`src/rtl/core/tbfc_pkg.sv`:
```
// Shared types, constants and codes for the token bus frame checker.
`timescale 1ns / 1ps

package tbfc_pkg;

    localparam int MAX_FRAME_LEN = 256;
    localparam int CNT_W = $clog2(MAX_FRAME_LEN + 2);
    localparam int CMP_W = (CNT_W > 9) ? CNT_W : 9;

    localparam logic [15:0] CRC_INIT = 16'hFFFF;
    localparam logic [15:0] CRC_POLY = 16'hA001;
    localparam logic [7:0] MIN_LEN_FLOOR = 8'd7;
    localparam logic [5:0] SECT_MAX = 6'd63;

    localparam logic [2:0] ERR_OK = 3'd0;
    localparam logic [2:0] ERR_SHORT = 3'd1;
    localparam logic [2:0] ERR_START = 3'd2;
    localparam logic [2:0] ERR_CRC = 3'd3;
    localparam logic [2:0] ERR_LONG = 3'd4;

    localparam logic [1:0] REG_START = 2'd0;
    localparam logic [1:0] REG_DELIM = 2'd1;
    localparam logic [1:0] REG_MIN_LEN = 2'd2;

    localparam logic [1:0] SCAN_SEEK = 2'd0;
    localparam logic [1:0] SCAN_NODE = 2'd1;
    localparam logic [1:0] SCAN_BODY = 2'd2;

    typedef struct packed {
        logic [7:0] start_byte;
        logic [7:0] delimiter_byte;
        logic [7:0] min_frame_len;
    } cfg_t;

    typedef struct packed {
        logic       frame_valid;
        logic [2:0] error_code;
        logic [7:0] source_node;
        logic [7:0] next_master;
        logic [7:0] add_node;
        logic [7:0] remove_node;
        logic       has_payload;
        logic [5:0] section_count;
        logic       is_token;
        logic       is_presence;
        logic [8:0] frame_length;
    } verdict_t;

endpackage

```
`src/rtl/core/tbfc_crc.sv`:
```
// One byte step of the reflected CRC-16/MODBUS.
`timescale 1ns / 1ps

module tbfc_crc (
    input  logic [15:0] crc_in,
    input  logic [7:0]  data,
    output logic [15:0] crc_out
);
    import tbfc_pkg::*;

    always_comb
    begin
        logic [15:0] c;
        c = crc_in ^ {8'h00, data};
        for (int k = 0; k < 8; k++)
        begin
            if (c[0])
            begin
                c = (c >> 1) ^ CRC_POLY;
            end
            else
            begin
                c = c >> 1;
            end
        end
        crc_out = c;
    end

endmodule

```
`src/rtl/core/tbfc_tracker.sv`:
```
// Per-frame state, payload scanner and verdict logic.
`timescale 1ns / 1ps

module tbfc_tracker (
    input  logic               clk,
    input  logic               rst_n,
    input  logic               go,
    input  logic [7:0]         data,
    input  logic               last,
    input  tbfc_pkg::cfg_t     cfg,
    output tbfc_pkg::verdict_t verdict
);
    import tbfc_pkg::*;

    logic [15:0]      crc_reg, crc_next, crc_step;
    logic [CNT_W-1:0] cnt_reg, cnt_next;
    logic [7:0]       dly0_reg, dly0_next, dly1_reg, dly1_next;
    logic [7:0]       hdr_reg [4];
    logic [7:0]       hdr_next [4];
    logic             start_ok_reg, start_ok_next;
    logic [1:0]       mode_reg, mode_next;
    logic [1:0]       body_reg, body_next;
    logic [5:0]       sect_reg, sect_next;
    logic             seen_reg, seen_next;

    logic [7:0]       eff_min;
    logic [CMP_W-1:0] n_cmp, min_cmp;
    logic [5:0]       secs;
    logic             short_len, long_len, hdr_ok, payload, valid;
    logic [2:0]       err;
    logic [31:0]      sat32;
    logic [1:0]       hdr_idx;

    tbfc_crc u_crc (
        .crc_in  (crc_reg),
        .data    (dly0_reg),
        .crc_out (crc_step)
    );

    always_comb
    begin
        crc_next = (cnt_reg >= CNT_W'(2)) ? crc_step : crc_reg;
        dly0_next = dly1_reg;
        dly1_next = data;
        cnt_next = (cnt_reg <= CNT_W'(MAX_FRAME_LEN)) ? cnt_reg + CNT_W'(1) : cnt_reg;
        start_ok_next = (cnt_reg == '0) ? (data == cfg.start_byte) : start_ok_reg;
        hdr_idx = 2'(cnt_reg - CNT_W'(1));
        for (int i = 0; i < 4; i++)
        begin
            hdr_next[i] = hdr_reg[i];
        end
        if (cnt_reg >= CNT_W'(1) && cnt_reg <= CNT_W'(4))
        begin
            hdr_next[hdr_idx] = data;
        end

        mode_next = mode_reg;
        body_next = body_reg;
        sect_next = sect_reg;
        seen_next = seen_reg;
        if (cnt_reg >= CNT_W'(7))
        begin
            if (dly0_reg == cfg.delimiter_byte)
            begin
                seen_next = 1'b1;
            end
            case (mode_reg)
                SCAN_SEEK:
                begin
                    if (dly0_reg == cfg.delimiter_byte)
                    begin
                        mode_next = SCAN_NODE;
                    end
                end
                SCAN_NODE:
                begin
                    mode_next = SCAN_BODY;
                    body_next = 2'd0;
                end
                default:
                begin
                    if (dly0_reg == cfg.delimiter_byte)
                    begin
                        if (body_reg >= 2'd2 && sect_reg < SECT_MAX)
                        begin
                            sect_next = sect_reg + 6'd1;
                        end
                        mode_next = SCAN_NODE;
                    end
                    else if (body_reg < 2'd2)
                    begin
                        body_next = body_reg + 2'd1;
                    end
                end
            endcase
        end
    end

    always_comb
    begin
        eff_min = (cfg.min_frame_len < MIN_LEN_FLOOR) ? MIN_LEN_FLOOR : cfg.min_frame_len;
        n_cmp = CMP_W'(cnt_next);
        min_cmp = CMP_W'(eff_min);
        short_len = n_cmp < min_cmp;
        long_len = n_cmp > CMP_W'(MAX_FRAME_LEN);
        if (short_len)
        begin
            err = ERR_SHORT;
        end
        else if (long_len)
        begin
            err = ERR_LONG;
        end
        else if (!start_ok_next)
        begin
            err = ERR_START;
        end
        else if (crc_next != {dly1_reg, data})
        begin
            err = ERR_CRC;
        end
        else
        begin
            err = ERR_OK;
        end
        valid = (err == ERR_OK);
        hdr_ok = !short_len && start_ok_next;
        payload = (n_cmp >= min_cmp + CMP_W'(1)) && seen_next;

        secs = sect_next;
        if (mode_next == SCAN_BODY && body_next >= 2'd2 && secs < SECT_MAX)
        begin
            secs = secs + 6'd1;
        end
        if (short_len)
        begin
            secs = 6'd0;
        end

        sat32 = long_len ? 32'(MAX_FRAME_LEN) : 32'(cnt_next);

        verdict.frame_valid = valid;
        verdict.error_code = err;
        verdict.source_node = hdr_ok ? hdr_next[0] : 8'd0;
        verdict.next_master = hdr_ok ? hdr_next[1] : 8'd0;
        verdict.add_node = hdr_ok ? hdr_next[2] : 8'd0;
        verdict.remove_node = hdr_ok ? hdr_next[3] : 8'd0;
        verdict.has_payload = payload;
        verdict.section_count = secs;
        verdict.is_token = valid && (hdr_next[1] != 8'd0) && !payload;
        verdict.is_presence = valid && (hdr_next[1] == 8'd0) && (hdr_next[2] == 8'd0)
                              && (hdr_next[3] == 8'd0) && !payload;
        verdict.frame_length = (sat32 > 32'd511) ? 9'd511 : sat32[8:0];
    end

    always_ff @(posedge clk or negedge rst_n)
    begin
        if (!rst_n)
        begin
            crc_reg <= CRC_INIT;
            cnt_reg <= '0;
            dly0_reg <= 8'd0;
            dly1_reg <= 8'd0;
            for (int i = 0; i < 4; i++)
            begin
                hdr_reg[i] <= 8'd0;
            end
            start_ok_reg <= 1'b0;
            mode_reg <= SCAN_SEEK;
            body_reg <= 2'd0;
            sect_reg <= 6'd0;
            seen_reg <= 1'b0;
        end
        else if (go)
        begin
            if (last)
            begin
                crc_reg <= CRC_INIT;
                cnt_reg <= '0;
                dly0_reg <= 8'd0;
                dly1_reg <= 8'd0;
                for (int i = 0; i < 4; i++)
                begin
                    hdr_reg[i] <= 8'd0;
                end
                start_ok_reg <= 1'b0;
                mode_reg <= SCAN_SEEK;
                body_reg <= 2'd0;
                sect_reg <= 6'd0;
                seen_reg <= 1'b0;
            end
            else
            begin
                crc_reg <= crc_next;
                cnt_reg <= cnt_next;
                dly0_reg <= dly0_next;
                dly1_reg <= dly1_next;
                for (int i = 0; i < 4; i++)
                begin
                    hdr_reg[i] <= hdr_next[i];
                end
                start_ok_reg <= start_ok_next;
                mode_reg <= mode_next;
                body_reg <= body_next;
                sect_reg <= sect_next;
                seen_reg <= seen_next;
            end
        end
    end

`ifndef SYNTH
    a_cnt_bound: assert property (@(posedge clk) disable iff (!rst_n)
        cnt_reg <= CNT_W'(MAX_FRAME_LEN + 1))
        else $error("Byte counter ran past its saturation point.");

    a_body_bound: assert property (@(posedge clk) disable iff (!rst_n)
        body_reg <= 2'd2)
        else $error("Section body counter ran past two.");

    a_frame_clear: assert property (@(posedge clk) disable iff (!rst_n)
        go && last |=> cnt_reg == '0 && crc_reg == CRC_INIT && sect_reg == 6'd0)
        else $error("Frame state was not cleared after the last item.");
`endif

endmodule

```
`src/rtl/core/token_bus_frame_checker_unit.sv`:
```
// Top level of the token bus frame checker: input stage, config and verdict register.
//
//  Channel   | Handshake                   | Payload
//  ----------+-----------------------------+----------------------------------------
//  byte      | byte_valid / byte_stall     | data_byte, last_byte
//  verdict   | verdict_valid / verdict_stall | frame_valid ... frame_length
//  config    | cfg_wr_en                   | cfg_index, cfg_data
//
// One item per cycle unless stalled; a verdict is registered when its last item advances.
// The per-byte CRC step and the scanner sit between the input register and the frame state.
// Reset clears all control and frame state; the CRC accumulator restarts at all ones.
// A blocked verdict stalls input only while the next last item waits in the input register.
`timescale 1ns / 1ps

module token_bus_frame_checker_unit (
    input  logic       clk,
    input  logic       rst_n,
    input  logic       byte_valid,
    output logic       byte_stall,
    input  logic [7:0] data_byte,
    input  logic       last_byte,
    output logic       verdict_valid,
    input  logic       verdict_stall,
    output logic       frame_valid,
    output logic [2:0] error_code,
    output logic [7:0] source_node,
    output logic [7:0] next_master,
    output logic [7:0] add_node,
    output logic [7:0] remove_node,
    output logic       has_payload,
    output logic [5:0] section_count,
    output logic       is_token,
    output logic       is_presence,
    output logic [8:0] frame_length,
    input  logic       cfg_wr_en,
    input  logic [1:0] cfg_index,
    input  logic [7:0] cfg_data
);
    import tbfc_pkg::*;

    cfg_t     cfg_reg;
    logic     in_vld_reg, in_vld_next;
    logic [7:0] in_data_reg;
    logic     in_last_reg;
    logic     advance, accept;
    logic     out_vld_reg, out_vld_next;
    verdict_t out_reg, verdict;

    assign advance = in_vld_reg && (!in_last_reg || !out_vld_reg || !verdict_stall);
    assign byte_stall = in_vld_reg && !advance;
    assign accept = byte_valid && !byte_stall;

    always_comb
    begin
        in_vld_next = accept ? 1'b1 : (advance ? 1'b0 : in_vld_reg);
        if (advance && in_last_reg)
        begin
            out_vld_next = 1'b1;
        end
        else if (!verdict_stall)
        begin
            out_vld_next = 1'b0;
        end
        else
        begin
            out_vld_next = out_vld_reg;
        end
    end

    tbfc_tracker u_tracker (
        .clk     (clk),
        .rst_n   (rst_n),
        .go      (advance),
        .data    (in_data_reg),
        .last    (in_last_reg),
        .cfg     (cfg_reg),
        .verdict (verdict)
    );

    always_ff @(posedge clk or negedge rst_n)
    begin
        if (!rst_n)
        begin
            cfg_reg.start_byte <= 8'd0;
            cfg_reg.delimiter_byte <= 8'd0;
            cfg_reg.min_frame_len <= MIN_LEN_FLOOR;
        end
        else if (cfg_wr_en)
        begin
            case (cfg_index)
                REG_START:   cfg_reg.start_byte <= cfg_data;
                REG_DELIM:   cfg_reg.delimiter_byte <= cfg_data;
                REG_MIN_LEN: cfg_reg.min_frame_len <= cfg_data;
                default:     cfg_reg <= cfg_reg;
            endcase
        end
    end

    always_ff @(posedge clk or negedge rst_n)
    begin
        if (!rst_n)
        begin
            in_vld_reg <= 1'b0;
            out_vld_reg <= 1'b0;
        end
        else
        begin
            in_vld_reg <= in_vld_next;
            out_vld_reg <= out_vld_next;
        end
    end

    always_ff @(posedge clk)
    begin
        if (accept)
        begin
            in_data_reg <= data_byte;
            in_last_reg <= last_byte;
        end
        if (advance && in_last_reg)
        begin
            out_reg <= verdict;
        end
    end

    assign verdict_valid = out_vld_reg;
    assign frame_valid = out_reg.frame_valid;
    assign error_code = out_reg.error_code;
    assign source_node = out_reg.source_node;
    assign next_master = out_reg.next_master;
    assign add_node = out_reg.add_node;
    assign remove_node = out_reg.remove_node;
    assign has_payload = out_reg.has_payload;
    assign section_count = out_reg.section_count;
    assign is_token = out_reg.is_token;
    assign is_presence = out_reg.is_presence;
    assign frame_length = out_reg.frame_length;

`ifndef SYNTH
    a_stall_cause: assert property (@(posedge clk) disable iff (!rst_n)
        byte_stall |-> in_vld_reg && in_last_reg && out_vld_reg && verdict_stall)
        else $error("Input stalled without a blocked verdict.");

    a_verdict_loaded: assert property (@(posedge clk) disable iff (!rst_n)
        advance && in_last_reg |=> out_vld_reg)
        else $error("A finished frame did not produce a verdict.");

    a_verdict_source: assert property (@(posedge clk) disable iff (!rst_n)
        $rose(out_vld_reg) |-> $past(advance && in_last_reg))
        else $error("A verdict appeared without a finished frame.");
`endif

endmodule
```
`config.mk`:
```
export PLATFORM = sky130hd
export DESIGN_NAME = token_bus_frame_checker_unit
export DESIGN_NICKNAME = d
export VERILOG_FILES = /design/src/rtl/core/tbfc_pkg.sv /design/src/rtl/core/tbfc_crc.sv /design/src/rtl/core/tbfc_tracker.sv /design/src/rtl/core/token_bus_frame_checker_unit.sv
export SDC_FILE = /design/constraint.sdc
export NUM_CORES = 1
export LEC_CHECK = 0
export BUFFER_PORTS_ARGS = -buffer_cell sky130_fd_sc_hd__buf_2
export CAP_MARGIN = 5
export CORE_UTILIZATION = 42
export DETAILED_ROUTE_END_ITERATION = 7
export PLACE_DENSITY = 0.59
export SLEW_MARGIN = 20
export SYNTH_ARGS = -nofsm -noshare
export SYNTH_HDL_FRONTEND = slang
export SYNTH_HIERARCHICAL = 1
export SYNTH_SLANG_ARGS = --single-unit
```
`constraint.sdc`:
```
create_clock -name clk -period 6.7 [get_ports clk]
set_clock_uncertainty 0.05 [all_clocks]
set_input_delay 0.335 -clock clk [delete_from_list [all_inputs] [get_ports clk]]
set_output_delay 0.335 -clock clk [all_outputs]
set_load 0.01 [all_outputs]
```
==> After elaboration in Yosys (flattened, before gate mapping) <==
Index checks and enable logic that the tools add are counted.
{ "word_totals": {"wordCells": 160, "reg_bits": 174} }
{ "op_classes": {"eq_ne": 8, "n_lt_le_gt_ge": 17, "reduce_logical": 39, "n_mux": 49, "n_bitwise": 10, "n_addsub": 6} }
{ "op_table": {"columns": ["cell", "n"], "rows": [
  ["16-bit two-way mux", 10],
  ["32-bit two-way mux", 2],
  ["6-bit two-way mux", 6],
  ["32-bit bitwise mux", 1],
  ["32-bit by 9-bit > comparator with 1-bit output, second input constant", 1],
  ["8-bit two-way mux", 4],
  ["9-bit two-way mux", 3],
  ["2-bit inverter with 3-bit output", 9],
  ["8-bit logical NOT", 3],
  ["2-bit two-way mux", 9],
  ["1-bit logical AND", 17],
  ["8-bit demux with 2-bit select", 1],
  ["8-bit == test", 2],
  ["16-bit inequality test", 1],
  ["16-bit by 8-bit bitwise XOR with 16-bit output", 1],
  ["6-bit by 1-bit adder with 6-bit output, second input constant", 2],
  ["6-bit less-than comparator, second input constant", 2],
  ["8-bit by 1-bit adder with 9-bit output, second input constant", 1],
  ["9-bit by 1-bit adder with 9-bit output, second input constant", 1],
  ["9-bit by 1-bit greater-or-equal comparator with 1-bit output, second input constant", 1],
  ["9-bit by 2-bit greater-or-equal comparator with 1-bit output, second input constant", 1],
  ["9-bit by 3-bit greater-or-equal comparator with 1-bit output, second input constant", 1],
  ["9-bit greater-or-equal comparator", 1],
  ["9-bit > comparator, second input constant", 1],
  ["other kinds (25)", 48]
]} }

==> Longest topological paths before layout <==
{ "logic_depth": {"word_depth": 28, "ltp_mapped": 14, "mapped_depth_nobuf": 14} }

==> Modules after synthesis <==
Netlist, hierarchy kept.
{ "modules_own_cells": {"columns": ["mod", "instances", "area_per_inst_um2", "cells_each", "seq_area_each_um2"], "rows": [
  ["tbfc_tracker", 1, 6152.2, 699, 2147.1],
  ["token_bus_frame_checker_unit", 1, 2906.5, 126, 2546.2],
  ["tbfc_crc", 1, 284.0, 29, 0.0]
]} }

==> Worst setup path before layout <==
Ideal clock, no wire load.
{ "synth_timing": {"path_kind": "register to register", "from": "register out_vld_reg, in the netlist verdict_valid", "to": "register out_reg, in the netlist add_node[0] (enable)", "period_less_slack_ps": 3648, "path_stages_with_launch": 2, "setup_slack_ps": 3052, "n_path_buf": 0, "arrival_ps": 3114, "t_required_ps": 6166, "setup_time_ps": 484, "cell_sequence": "dfrtp_1 > a21oi_1"} }
{ "synth_between": {"elab_chain_cells": 5} }
{ "synth_rtl": {"columns": ["item", "line", "source"], "rows": [
  ["start: declaration", "token_bus_frame_checker_unit.sv:46", "logic out_vld_reg, out_vld_next;"],
  ["start signal: assignment", "token_bus_frame_checker_unit.sv:109", "out_vld_reg <= out_vld_next;"],
  ["1-bit logical NOT", "token_bus_frame_checker_unit.sv:49", "assign advance = in_vld_reg && (!in_last_reg || !out_vld_reg || !verdict_stall);"],
  ["1-bit logical OR (2 in series)", "token_bus_frame_checker_unit.sv:49", null],
  ["1-bit logical AND", "token_bus_frame_checker_unit.sv:49", null],
  ["1-bit logical AND", "token_bus_frame_checker_unit.sv:120", "if (advance && in_last_reg)"],
  ["end signal: assignment", "token_bus_frame_checker_unit.sv:122", "out_reg <= verdict;"],
  ["end: declaration", "token_bus_frame_checker_unit.sv:47", "verdict_t out_reg, verdict;"]
]} }
Every way passes these cells.
A chain may end at the register's enable or synchronous reset.

==> impl_metrics.env <==
export IMPL_status="completed"
export IMPL_dpl_cell_area_mm2=0.00994
export IMPL_drtPass1Iterations=5
export IMPL_ant_nets=0
export IMPL_antenna_found_initial=0
export IMPL_viasPerCell=5.61
export IMPL_syn_instance_count=854
export IMPL_timing_rr_end="is_presence"
export IMPL_cts_resized=0
export IMPL_grt_pass1_vias=6301
export IMPL_syn_area_per_cell_um2=10.9
export IMPL_p_int_uw=2280
export IMPL_port_buffers=79
export IMPL_ys_seq_area_share_pct=50.2
export IMPL_min_path_cells=1
export IMPL_synth_area_mm2=0.00934
export IMPL_nets=963
export IMPL_endpoint_kind="flop"
export IMPL_rrSetupSlack_ns=2.38
export IMPL_r2r_cells=12
export IMPL_maxSlewViolCount=0
export IMPL_worstPathCellList="inv_1 -> nor4_1 -> and3_1 -> nand3_1 -> xor2_1 -> inv_1 -> ha_1 -> o2111ai_1 -> o211ai_1 -> nand2_1 -> buf_4 -> nor4b_1"
export IMPL_max_slew_margin_pct=26.3
export IMPL_wl_per_cell_um=18.6
export IMPL_setup_viol=0
export IMPL_gp_congestion=0.844
export IMPL_grtUsageTotal_pct=20.5
export IMPL_die_x_um=151
export IMPL_hold_viol=0
export IMPL_vias=6748
export IMPL_slowest_delay_ns=0.81
export IMPL_remaining_drc_errors=0
export IMPL_place_hpwl_um=15000
export IMPL_initial_core_util_pct=42.8
export IMPL_n_fill_cell=2031
export IMPL_ys_types=69
export IMPL_dieArea_mm2=0.0228
export IMPL_critPathRequiredTime_ns=6.90
export IMPL_p_switching_uw=1200
export IMPL_htree_levels=4
export IMPL_cp_arrival_ns=4.52
export IMPL_totalPowerFinal_uw=3480
export IMPL_path_class="reg2reg"
export IMPL_final_util_pct=48.3
export IMPL_diodes=0
export IMPL_synth_enable_flop_cells=63
export IMPL_critPathTopFamily="simple AND/OR/NAND/NOR gates"
export IMPL_min_period_ns=4.32
export IMPL_clkLatencyLatePin_ns=0.43
export IMPL_gr_total_overflow=0
export IMPL_grt_pass1_wl_um=35500
export IMPL_synthArstFlopShare_pct=63.8
export IMPL_slowest_stage="nor4_1"
export IMPL_clk_transition_reported_paths_ns=0.07
export IMPL_die_h_um=151
export IMPL_clkPwrFrac_pct=27.8
export IMPL_synth_top_area_share_pct=24.6
export IMPL_finalSetupTns_ns=0
export IMPL_cts_buffer_depth=2
export IMPL_worstReg2RegStart="u_tracker/cnt_reg[0]"
export IMPL_worstMarginPinSlew_ns=1.10
export IMPL_drt_total_wl_um=22400
export IMPL_hold_path_class="in2reg"
export IMPL_first_iter_violations=557
export IMPL_power_density_mw_per_mm2=330
export IMPL_synth_common_cells="dfrtp_1, edfxtp_1, nand2_1, nor2_1, xnor2_1"
export IMPL_worstSetupStartpointType="flop"
export IMPL_synthMostInstantiatedCell="dfrtp_1"
export IMPL_ctsRootBufferMaster="clkbuf_16"
export IMPL_cp_common_cell="inv_1"
export IMPL_ys_flop_type="dfrtp_1"
export IMPL_critPathBufInv=3
export IMPL_comb_power_share_pct=29.1
export IMPL_syn_to_final_growth_pct=12.8
export IMPL_whs_ns=0.0196
export IMPL_p_sw_share_pct=34.6
export IMPL_hold_end="in_data_reg[0]"
export IMPL_cp_max_fo=35
export IMPL_ir_drop_v=0.000184
export IMPL_io_pins=80
export IMPL_numCtsBuffers=17
export IMPL_largest_reg_flops=32
export IMPL_yosys_warnings=6
export IMPL_total_leakage_power_uw=0.00432
export IMPL_power_frac_seq_pct=43.1
export IMPL_final_area_mm2=0.0105
export IMPL_layout_drive_gt1_share_pct=20.3
export IMPL_finalCritPeriodShare_pct=64.4
export IMPL_synth_nets=907
export IMPL_tritoncts="yes"
export IMPL_core_area_mm2=0.0218
export IMPL_cts_sinks=174
export IMPL_synth_largest_area_cell="dfrtp_1"
export IMPL_rsz0062_at_grt="false"
export IMPL_hp_start="data_byte[0]"
export IMPL_synth_area_leaders="dfrtp_1, edfxtp_1, dfstp_2, xnor2_1, ha_1"
export IMPL_ys_seq_elements=174
export IMPL_drv_cap=0
export IMPL_max_freq_mhz=232
export IMPL_grt_max_degree=76
export IMPL_row_count=54
## worst max path at each step
stage | startpoint | end | slack [ns] | cells after the start
after floorplan | verdict_valid | add_node[0] | 3.05 | 1
after global placement | u_tracker/cnt_reg[1] | is_presence | 2.45 | 12
after detailed placement | u_tracker/cnt_reg[1] | is_presence | 2.42 | 12
after CTS | u_tracker/cnt_reg[1] | is_presence | 2.37 | 12
after global routing | u_tracker/cnt_reg[0] | is_presence | 2.01 | 12
final | u_tracker/cnt_reg[0] | is_presence | 2.38 | 12
## layout by cell type (no fill, tap or decap), drive strengths merged, types with 11 or more instances in the layout
cell / synthesis / routed
o2bb2ai: 39 / 39
xor2: 28 / 28
inv: 44 / 50
nand2: 60 / 60
nand3: 28 / 28
xnor2: 48 / 48
dfrtp: 92 / 92
ha: 29 / 29
o31ai: 11 / 11
nor4: 15 / 15
buf: 19 / 88
nand3b: 11 / 11
dfstp: 19 / 19
a22oi: 34 / 34
o22ai: 12 / 12
nand4: 11 / 11
o21ai: 22 / 22
edfxtp: 63 / 63
nor2: 50 / 50
o22a: 16 / 16
mux2: 25 / 25
clkbuf: 33 / 17
mux2i: 25 / 25
a21oi: 34 / 34
## worst register-to-register path: cells and delay by family (launching register included)
family	cells	cell delay, ns
and+or+nand+nor	5	1.64
buffers and inverters	3	0.63
AOI/OAI and AO/OA	2	0.76
xor gates and xnor gates	1	0.24
adders and majority gates	1	0.30
DFF	1	0.51
## routing by layer
layer	share of wire, %	track usage (%)	vias to the layer above
li1	-	-	3254
met1	48	29.9	3342
met2	47	31.9	137
met3	3.5	3.07	15
met4	1.1	5.25	0
met5	0	0	-
## through the flow
| stage | cells | worst slack, ns |
|---|---|---|
| floorplan | 854 | 3.05 |
| global placement | 1170 | 2.45 |
| detailed placement | 1170 | 2.42 |
| CTS | 1203 | 2.37 |
| global route | 1203 | 2.01 |
| finish | 1203 | 2.38 |
## layout make-up
class / count / area (um^2) / area share (%)
flip-flops and latches: 174 / 4690 / 44.5
multi-input cells: 583 / 4270 / 40.5
repair buffers: 89 / 475 / 4.51
clock buffers: 17 / 425 / 4.04
well taps: 280 / 350 / 3.33
inverters: 45 / 169 / 1.60
clock inverters: 15 / 153 / 1.45
## timing repair
| item | in CTS | in global routing |
|---|---|---|
| hold buffers | 1 | 0 |
| hold endpoints to repair | 36 | 0 |
| setup endpoints to repair | 0 | 0 |
| buffers inserted | 0 | 0 |
## power groups by stage
stage	Combinational, uW	Sequential (uW)	Clock (uW)
6_report	1010	1500	966
4_1_cts	1010	1490	990
2_1_floorplan	814	1460	0
5_1_grt	1120	1520	1030
3_5_place_dp	1010	1510	0
3_3_place_gp	1000	1510	0
## cells by family after synthesis
logic type	share of synthesized area, %
compound gates	16.1
xor+xnor	7.61
fa+ha+maj	3.88
buf+inv	4.34
flops	50.2
mux	5.69
simple gates	12.2
Note: power is estimated with default switching activity, not from simulation.
